<file path="src/design/rcd_pkg.sv">
// shared types and constants for the rc4-drop keystream block
package rcd_pkg;

  localparam int SBOX_DEPTH    = 256;
  localparam int BYTE_W        = 8;
  localparam int KEY_WORDS     = 4;
  localparam int KEY_WORD_W    = 64;
  localparam int MAX_KEY_BYTES = 32;
  localparam int KEY_PTR_W     = 5;
  localparam int KEY_LEN_W     = 6;
  localparam int CFG_IDX_W     = 3;

  localparam logic [CFG_IDX_W-1:0] REG_KEY_WORD_ZERO  = 3'd0;
  localparam logic [CFG_IDX_W-1:0] REG_KEY_WORD_ONE   = 3'd1;
  localparam logic [CFG_IDX_W-1:0] REG_KEY_WORD_TWO   = 3'd2;
  localparam logic [CFG_IDX_W-1:0] REG_KEY_WORD_THREE = 3'd3;
  localparam logic [CFG_IDX_W-1:0] REG_KEY_LENGTH     = 3'd4;

  localparam logic [KEY_LEN_W-1:0] KEY_LEN_RESET = 6'd16;

  localparam logic MODE_REKEY = 1'b0;
  localparam logic MODE_DATA  = 1'b1;

  // key byte lookup between config registers and the sequencer
  typedef struct packed {
    logic [BYTE_W-1:0]    key_byte;
    logic [KEY_PTR_W-1:0] len_last;
  } rcd_key_t;

  // start request from the handshake side
  typedef struct packed {
    logic start;
    logic rekey;
  } rcd_ctl_t;

  // sequencer status back to the handshake side
  typedef struct packed {
    logic              busy;
    logic              res_valid;
    logic [BYTE_W-1:0] ks;
  } rcd_sts_t;

endpackage

</file>
<file path="src/design/rcd_ram.sv">
// generic single write port ram with one registered read port
module rcd_ram #(
  parameter int WIDTH = 8,
  parameter int DEPTH = 256
) (
  input  logic                     clk,
  input  logic                     we,
  input  logic [$clog2(DEPTH)-1:0] waddr,
  input  logic [WIDTH-1:0]         wdata,
  input  logic [$clog2(DEPTH)-1:0] raddr,
  output logic [WIDTH-1:0]         rdata
);

  logic [WIDTH-1:0] mem [DEPTH];
  logic [WIDTH-1:0] rdata_r;

  // read returns the contents from before a same-cycle write
  always_ff @(posedge clk) begin
    if (we) begin
      mem[waddr] <= wdata;
    end
    rdata_r <= mem[raddr];
  end

  assign rdata = rdata_r;

endmodule

</file>
<file path="src/design/rcd_cfg.sv">
// configuration registers, key byte selection and key length clamp
module rcd_cfg
  import rcd_pkg::*;
(
  input  logic                  clk,
  input  logic                  rst_n,
  input  logic                  cfg_we,
  input  logic [CFG_IDX_W-1:0]  cfg_index,
  input  logic [KEY_WORD_W-1:0] cfg_wdata,
  input  logic [KEY_PTR_W-1:0]  key_ptr,
  output rcd_key_t              key
);

  logic [KEY_WORDS*KEY_WORD_W-1:0] key_r;
  logic [KEY_LEN_W-1:0]            key_len_r;
  logic [KEY_LEN_W-1:0]            len_eff;

  always_ff @(posedge clk) begin
    if (!rst_n) begin
      key_r     <= '0;
      key_len_r <= KEY_LEN_RESET;
    end else if (cfg_we) begin
      case (cfg_index)
        REG_KEY_WORD_ZERO:  key_r[0*KEY_WORD_W +: KEY_WORD_W] <= cfg_wdata;
        REG_KEY_WORD_ONE:   key_r[1*KEY_WORD_W +: KEY_WORD_W] <= cfg_wdata;
        REG_KEY_WORD_TWO:   key_r[2*KEY_WORD_W +: KEY_WORD_W] <= cfg_wdata;
        REG_KEY_WORD_THREE: key_r[3*KEY_WORD_W +: KEY_WORD_W] <= cfg_wdata;
        REG_KEY_LENGTH:     key_len_r <= cfg_wdata[KEY_LEN_W-1:0];
        default: ;
      endcase
    end
  end

  always_comb begin
    len_eff = key_len_r;
    if (key_len_r == '0) begin
      len_eff = KEY_LEN_W'(1);
    end else if (key_len_r > KEY_LEN_W'(MAX_KEY_BYTES)) begin
      len_eff = KEY_LEN_W'(MAX_KEY_BYTES);
    end
  end

  assign key.len_last = KEY_PTR_W'(len_eff - KEY_LEN_W'(1));
  assign key.key_byte = key_r[key_ptr*BYTE_W +: BYTE_W];

endmodule

</file>
<file path="src/design/rcd_core.sv">
// s-box sequencer: identity fill, key schedule and generator rounds
module rcd_core
  import rcd_pkg::*;
#(
  parameter int DROP_ROUNDS = 3072
) (
  input  logic                 clk,
  input  logic                 rst_n,
  input  rcd_ctl_t             ctl,
  input  logic                 out_free,
  input  rcd_key_t             key,
  output logic [KEY_PTR_W-1:0] key_ptr,
  output rcd_sts_t             sts
);

  localparam int DW = (DROP_ROUNDS > 0) ? $clog2(DROP_ROUNDS + 1) : 1;

  localparam logic [3:0] ST_FILL = 4'd0;
  localparam logic [3:0] ST_IDLE = 4'd1;
  localparam logic [3:0] ST_KA   = 4'd2;
  localparam logic [3:0] ST_KB   = 4'd3;
  localparam logic [3:0] ST_KC   = 4'd4;
  localparam logic [3:0] ST_KD   = 4'd5;
  localparam logic [3:0] ST_GA   = 4'd6;
  localparam logic [3:0] ST_GB   = 4'd7;
  localparam logic [3:0] ST_GC   = 4'd8;
  localparam logic [3:0] ST_GD   = 4'd9;
  localparam logic [3:0] ST_HOLD = 4'd10;

  logic [3:0]           state_r, state_nxt;
  logic [BYTE_W-1:0]    n_r, n_nxt;
  logic [BYTE_W-1:0]    i_r, i_nxt;
  logic [BYTE_W-1:0]    j_r, j_nxt;
  logic [KEY_PTR_W-1:0] kp_r, kp_nxt;
  logic [DW-1:0]        drop_r, drop_nxt;
  logic                 dropping_r, dropping_nxt;
  logic                 keying_r, keying_nxt;
  logic [BYTE_W-1:0]    si_r, si_nxt;
  logic [BYTE_W-1:0]    sj_r, sj_nxt;
  logic [BYTE_W-1:0]    t_r, t_nxt;
  logic [BYTE_W-1:0]    ks_r, ks_nxt;

  logic              we;
  logic [BYTE_W-1:0] waddr, wdata, raddr, rdata;
  logic [BYTE_W-1:0] ks_fwd;

  rcd_ram #(
    .WIDTH (BYTE_W),
    .DEPTH (SBOX_DEPTH)
  ) u_sbox (
    .clk   (clk),
    .we    (we),
    .waddr (waddr),
    .wdata (wdata),
    .raddr (raddr),
    .rdata (rdata)
  );

  // the output read was issued alongside the first swap write, so patch it
  always_comb begin
    if (t_r == j_r) begin
      ks_fwd = si_r;
    end else if (t_r == i_r) begin
      ks_fwd = sj_r;
    end else begin
      ks_fwd = rdata;
    end
  end

  always_comb begin
    state_nxt    = state_r;
    n_nxt        = n_r;
    i_nxt        = i_r;
    j_nxt        = j_r;
    kp_nxt       = kp_r;
    drop_nxt     = drop_r;
    dropping_nxt = dropping_r;
    keying_nxt   = keying_r;
    si_nxt       = si_r;
    sj_nxt       = sj_r;
    t_nxt        = t_r;
    ks_nxt       = ks_r;
    we           = 1'b0;
    waddr        = n_r;
    wdata        = n_r;
    raddr        = n_r;
    sts.busy      = (state_r != ST_IDLE);
    sts.res_valid = 1'b0;
    sts.ks        = ks_r;

    case (state_r)
      ST_FILL: begin
        we    = 1'b1;
        n_nxt = n_r + 8'd1;
        if (n_r == 8'hff) begin
          j_nxt  = '0;
          kp_nxt = '0;
          state_nxt = keying_r ? ST_KA : ST_IDLE;
        end
      end
      ST_IDLE: begin
        if (ctl.start) begin
          if (ctl.rekey) begin
            keying_nxt = 1'b1;
            n_nxt      = '0;
            state_nxt  = ST_FILL;
          end else begin
            dropping_nxt = 1'b0;
            state_nxt    = ST_GA;
          end
        end
      end
      ST_KA: begin
        raddr     = n_r;
        state_nxt = ST_KB;
      end
      ST_KB: begin
        si_nxt    = rdata;
        j_nxt     = j_r + rdata + key.key_byte;
        raddr     = j_nxt;
        state_nxt = ST_KC;
      end
      ST_KC: begin
        we        = 1'b1;
        waddr     = n_r;
        wdata     = rdata;
        state_nxt = ST_KD;
      end
      ST_KD: begin
        we     = 1'b1;
        waddr  = j_r;
        wdata  = si_r;
        kp_nxt = (kp_r == key.len_last) ? '0 : kp_r + KEY_PTR_W'(1);
        n_nxt  = n_r + 8'd1;
        state_nxt = ST_KA;
        if (n_r == 8'hff) begin
          i_nxt        = '0;
          j_nxt        = '0;
          keying_nxt   = 1'b0;
          dropping_nxt = 1'b1;
          drop_nxt     = DW'(DROP_ROUNDS);
          state_nxt    = (DROP_ROUNDS == 0) ? ST_IDLE : ST_GA;
        end
      end
      ST_GA: begin
        i_nxt     = i_r + 8'd1;
        raddr     = i_nxt;
        state_nxt = ST_GB;
      end
      ST_GB: begin
        si_nxt    = rdata;
        j_nxt     = j_r + rdata;
        raddr     = j_nxt;
        state_nxt = ST_GC;
      end
      ST_GC: begin
        sj_nxt    = rdata;
        we        = 1'b1;
        waddr     = i_r;
        wdata     = rdata;
        t_nxt     = si_r + rdata;
        raddr     = t_nxt;
        state_nxt = ST_GD;
      end
      ST_GD: begin
        we    = 1'b1;
        waddr = j_r;
        wdata = si_r;
        if (dropping_r) begin
          drop_nxt  = drop_r - DW'(1);
          state_nxt = (drop_r == DW'(1)) ? ST_IDLE : ST_GA;
        end else if (out_free) begin
          sts.res_valid = 1'b1;
          sts.ks        = ks_fwd;
          state_nxt     = ST_IDLE;
        end else begin
          ks_nxt    = ks_fwd;
          state_nxt = ST_HOLD;
        end
      end
      ST_HOLD: begin
        if (out_free) begin
          sts.res_valid = 1'b1;
          state_nxt     = ST_IDLE;
        end
      end
      default: begin
        state_nxt = ST_IDLE;
      end
    endcase
  end

  always_ff @(posedge clk) begin
    if (!rst_n) begin
      state_r    <= ST_FILL;
      n_r        <= '0;
      i_r        <= '0;
      j_r        <= '0;
      kp_r       <= '0;
      drop_r     <= '0;
      dropping_r <= 1'b0;
      keying_r   <= 1'b0;
    end else begin
      state_r    <= state_nxt;
      n_r        <= n_nxt;
      i_r        <= i_nxt;
      j_r        <= j_nxt;
      kp_r       <= kp_nxt;
      drop_r     <= drop_nxt;
      dropping_r <= dropping_nxt;
      keying_r   <= keying_nxt;
    end
  end

  always_ff @(posedge clk) begin
    si_r <= si_nxt;
    sj_r <= sj_nxt;
    t_r  <= t_nxt;
    ks_r <= ks_nxt;
  end

  assign key_ptr = kp_r;

endmodule

</file>
<file path="src/design/stream_cipher_drop_keystream.sv">
// RC4 stream cipher with the first DROP_ROUNDS keystream bytes discarded after each
// rekey. The S-box lives in one 256 x 8 RAM with a single write port and one registered
// read port, and all work is sequenced through it. After reset the block loads the
// identity permutation and holds in_stall high meanwhile. A data transaction runs
// through the accepting cycle, read S[i], read S[j], first swap write with the output
// read, and second swap write before the next possible acceptance; its result is
// loaded into the output register at the second swap write, or later once the output
// register drains. A rekey transaction runs the identity reload, the key schedule and
// the drop rounds, and gives no result. The user must write the key registers through
// the cfg port only while the block is idle; the block itself does not enforce it.
module stream_cipher_drop_keystream
  import rcd_pkg::*;
#(
  parameter int DROP_ROUNDS = 3072
) (
  input  logic                  clk,
  input  logic                  rst_n,
  input  logic                  cfg_we,
  input  logic [CFG_IDX_W-1:0]  cfg_index,
  input  logic [KEY_WORD_W-1:0] cfg_wdata,
  input  logic                  in_valid,
  output logic                  in_stall,
  input  logic                  in_mode,
  input  logic [BYTE_W-1:0]     in_data_byte,
  output logic                  out_valid,
  input  logic                  out_stall,
  output logic [BYTE_W-1:0]     out_cipher_byte,
  output logic [BYTE_W-1:0]     out_keystream_byte
);

  rcd_key_t             key;
  rcd_ctl_t             ctl;
  rcd_sts_t             sts;
  logic [KEY_PTR_W-1:0] key_ptr;
  logic                 in_accept;
  logic                 out_free;
  logic                 out_valid_r;
  logic [BYTE_W-1:0]    data_r;
  logic [BYTE_W-1:0]    cipher_r;
  logic [BYTE_W-1:0]    ks_out_r;

  rcd_cfg u_cfg (
    .clk       (clk),
    .rst_n     (rst_n),
    .cfg_we    (cfg_we),
    .cfg_index (cfg_index),
    .cfg_wdata (cfg_wdata),
    .key_ptr   (key_ptr),
    .key       (key)
  );

  rcd_core #(
    .DROP_ROUNDS (DROP_ROUNDS)
  ) u_core (
    .clk      (clk),
    .rst_n    (rst_n),
    .ctl      (ctl),
    .out_free (out_free),
    .key      (key),
    .key_ptr  (key_ptr),
    .sts      (sts)
  );

  assign in_stall  = sts.busy;
  assign in_accept = in_valid && !in_stall;
  assign ctl.start = in_accept;
  assign ctl.rekey = (in_mode == MODE_REKEY);
  assign out_free  = !out_valid_r || !out_stall;

  always_ff @(posedge clk) begin
    if (!rst_n) begin
      out_valid_r <= 1'b0;
    end else if (sts.res_valid) begin
      out_valid_r <= 1'b1;
    end else if (!out_stall) begin
      out_valid_r <= 1'b0;
    end
  end

  // plaintext is held from the accepting transaction until its keystream byte is ready
  always_ff @(posedge clk) begin
    if (in_accept) begin
      data_r <= in_data_byte;
    end
    if (sts.res_valid) begin
      cipher_r <= data_r ^ sts.ks;
      ks_out_r <= sts.ks;
    end
  end

  assign out_valid          = out_valid_r;
  assign out_cipher_byte    = cipher_r;
  assign out_keystream_byte = ks_out_r;

endmodule

</file>
<file path="config.mk">
export PLATFORM = sky130hd
export DESIGN_NAME = stream_cipher_drop_keystream
export DESIGN_NICKNAME = d
export VERILOG_FILES = /design/src/design/rcd_pkg.sv /design/src/design/rcd_ram.sv /design/src/design/rcd_cfg.sv /design/src/design/rcd_core.sv /design/src/design/stream_cipher_drop_keystream.sv
export SDC_FILE = /design/constraint.sdc
export NUM_CORES = 2
export LEC_CHECK = 0
export ABC_AREA = 1
export BUFFER_PORTS_ARGS = -buffer_cell sky130_fd_sc_hd__buf_2
export CAP_MARGIN = 40
export CORE_MARGIN = 1
export CORE_UTILIZATION = 35
export DETAILED_ROUTE_END_ITERATION = 8
export MAX_ROUTING_LAYER = met4
export SETUP_SLACK_MARGIN = 0.02
export SLEW_MARGIN = 30
export SYNTH_ARGS = -nofsm -noshare
export SYNTH_HDL_FRONTEND = slang
export SYNTH_SLANG_ARGS = --single-unit
</file>
<file path="constraint.sdc">
create_clock -name clk -period 8.8 [get_ports clk]
set_clock_uncertainty 0.1 [all_clocks]
set_input_delay 0.88 -clock clk [delete_from_list [all_inputs] [get_ports clk]]
set_output_delay 0.88 -clock clk [all_outputs]
set_load 0.01 [all_outputs]
</file>
==> impl_metrics.toml <==
[setup_path]
max_stage_delay_ps = 700
critPathKind = "reg2reg"
cp.arrival_ps = 7630
path_max_fanout = 76
cp_data_required_time_ps = 9440
cpMostUsedCell = "nand3_1"
endpoint_kind = "flip-flop"
cp_top_family = "compound AO/OA/AOI/OAI gates"
cp.buffers_inverters = 3
cp_cell_sequence = "inv_4 -> buf_4 -> a21oi_1 -> o21ai_0 -> nand3_1 -> a32oi_1 -> ha_1 -> a21oi_1 -> nand2_1 -> xor2_1 -> nand2_1 -> o21ai_0 -> nor2_1 -> a21oi_4 -> buf_4 -> nand3_1 -> nand3_1 -> nand3_1 -> nand3_1 -> nand2_1"
cpMaxStageDelayCell = "a21oi_4"
critPathLaunchType = "flip-flop"

[global_routing]
grtUsageTotal = 0.2068
grt_pass1_wl_um = 472800
overflow = 0
busiest_layer = "met2"
grt_max_degree = 181
grt_use_met1 = 0.2776
gr-usage-met2 = 0.3167
use_met3 = 0.03715
grt_pass1_vias = 72301
antenna_found_initial = 12

[floorplan]
std_cell_rows = 202
initial_core_util = 0.3525
core_area_um2 = 303500
dieArea_um2 = 307900
io_pins = 99
die_w_um = 554.9
die_y_um = 554.9

[power]
clockPowerShare = 0.429
switchingPower_w = 0.006017
p_int_w = 0.01913
combPwrFrac = 0.072
p_sw_frac = 0.2392
ir_drop_mv = 0.1368
cellPowerDensity_nw_per_um2 = 209.4
leakagePower_nw = 46.12
seqPwrFrac = 0.499

[run_status]
status = "finished clean"

[yosys]
ys_ff_latch = 2422
synth_cell_type_count = 50
synth_edf_count = 2104
synth_ff_type = "edfxtp_1"
yosysWarningCount = 0
syn_area_per_cell_um2 = 10.24
synth_seq_area_share = 0.6500
async_flop_share = 0
synth.cell_area_um2 = 107000
syn_inst = 10449
syn_nets = 10560

[route]
antenna_left = 0
drcViolationCount = 0
drt-total-wl_um = 318500
routed_via_density = 5.268
firstDrtPassIters = 8
drt_iter0_drc = 9204
avgRoutedWirePerCell_um = 21.80
num_vias = 76966

[clock_tree]
post_cts_buffers = 0
cts_resized = 0
cts.clk_slew.worst_paths_ps = 70
root_buffer = "clkbuf_16"
clock_sinks = 2422
ctsHoldBuffers = 0
cts_tree = "built"
clock_latency_ps = 860
clk_path_buf_depth = 4
numCtsBuffers = 266
htree_levels = 5

[sta]
rsz0062_at_grt = "no"
setup_viol_count_final = 0
slew_viol_final = 0
finalCriticalPeriod_ps = 6995
setup_slack_ps = 1805
final_hold_viol_count = 0
slew-limit-headroom = 0.2702
clock.fmax_mhz = 143.0
worst_pin_slew_ps = 1095
hold_ws_ps = 106.2
period_share = 0.7949

[run]
maxCapViolCount = 0

[final_layout]
largest_register = "u_core.u_sbox.mem"
finalInstanceArea_um2 = 120100
instances_no_fill = 14611
top_regs = "u_core.u_sbox.mem (2048), u_cfg.key_r (256), u_core.drop_r (12)"
final_nets = 10429
fin_util = 0.3956
drive_above_1_share = 0.06903
area.growth.synth_to_final_pct = 12.24
largest_reg_flops = 2048

[placed_design]
io_buffers = 98
placed_area_um2 = 111300
dpl.hpwl_um = 182000
placed_cells = 14082
gp_congestion = 0.8687
place_ws_ps = 2049

[min_path]
hp-class = "in2reg"
==> through the flow <==
step	total power (W)	TNS (ps)
after floorplan	0.01394	-71480
after global placement	0.01454	0
after detailed placement	0.01457	0
after CTS	0.02527	0
after global routing	0.02587	0
final	0.02515	0
==> worst register-to-register path, stage by stage (launching register included) <==
cell and delay [ps]:
dfxtp_4 530, inv_4 630, buf_4 710, a21oi_1 150, o21ai_0 390, nand3_1 140, a32oi_1 380, ha_1 390
a21oi_1 160, nand2_1 90, xor2_1 140, nand2_1 120, o21ai_0 290, nor2_1 180, a21oi_4 700, buf_4 580
nand3_1 440, nand3_1 250, nand3_1 100, nand3_1 320, nand2_1 100
==> area by class of cell <==
cell class	count	area (um^2)
timing repair buffer	291	2580
antenna	14	35.03
inverter	1178	4439
sequential	2422	69550
fill	29108	183400
tap	4080	5105
clock buffer	338	7207
multi-input combinational	6159	30140
clock inverter	129	1035
==> layer usage <==
| metal | share of wire | wire [um] | vias up |
|---|---|---|---|
| li1 | - | - | 35347 |
| met1 | 0.42 | 134100 | 37548 |
| met2 | 0.45 | 144600 | 3503 |
| met3 | 0.092 | 29440 | 568 |
| met4 | 0.033 | 10380 | 0 |
| met5 | 0 | 0 | - |
==> placed cells by master (no fill, tap or decap), drive strengths merged, types with 11 or more instances in the layout <==
cell type,instances
edfxtp,2104
nand2,1948
nand3,1855
inv,1189
nor2,828
nand3b,578
o21ai,434
clkbuf,358
dfxtp,318
buf,271
a21oi,184
o211ai,119
clkinv,101
xor2,43
o221ai,36
ha,27
a31oi,22
diode,14
nor3,14
bufinv,12
o22ai,11
==> logic make-up (layout without fill, tap and decap cells) <==
logic type                 after synthesis  count (layout)  share of synthesized area
AOI/OAI and AO/OA                      838             838                    0.04468
xor gates and xnor gates                48              48                   0.003929
adders and majority gates               30              30                   0.003719
buffers and inverters                 1868            1936                    0.07077
DFF                                   2422            2422                     0.6500
other                                    0              14                          0
and+or+nand+nor                       5243            5243                     0.2269
==> synth_stat cells (all sizes together), types with 2 or more instances <==
master / count / area [um^2]
o221ai: 36 / 315.3
nand3b: 578 / 4339
nand4: 4 / 25.02
a211oi: 5 / 37.54
o211ai: 119 / 893.4
o21bai: 2 / 15.01
nor2: 828 / 3126
fa: 3 / 60.06
nand2: 1948 / 7315
inv: 1175 / 4410
or2: 6 / 37.54
clkinv: 3 / 11.26
a31oi: 22 / 137.6
nor3: 14 / 75.07
xnor2: 5 / 43.79
dfxtp: 318 / 6366
nand3: 1855 / 9296
a32oi: 5 / 43.79
a22oi: 6 / 45.04
edfxtp: 2104 / 63180
clkbuf: 258 / 968.4
nor4: 6 / 37.54
o21ai: 434 / 2176
o311ai: 4 / 35.03
buf: 432 / 2182
a21oi: 184 / 924.6
and2: 2 / 12.51
o41ai: 2 / 17.52
xor2: 43 / 376.6
ha: 27 / 337.8
and3: 2 / 12.51
o21a: 3 / 22.52
o22ai: 11 / 75.07
==> final timing paths <==
path / slack (ps) / cells past startpoint / startpoint / end
worst max-delay path: 1810 / 20 / u_core.key_ptr[0] / u_core.u_sbox.rdata[5]
worst min-delay path: 110 / 1 / in_data_byte[5] / data_r[5]
worst max register to register: 1810 / 20 / u_core.key_ptr[0] / u_core.u_sbox.rdata[5]
worst min register to register: 340 / 2 / u_cfg.key_r[213] / u_cfg.key_r[213]
==> power groups by stage <==
stage / Sequential [W] / Clock (W) / Combinational [W]
floorplan: 0.0128 / 0 / 0.00116
finish: 0.0125 / 0.0108 / 0.00182
global route: 0.0125 / 0.0114 / 0.00197
global placement: 0.0128 / 0 / 0.00175
CTS: 0.0125 / 0.0109 / 0.00179
detailed placement: 0.0128 / 0 / 0.00178
Power figures use the tool's default switching activity.
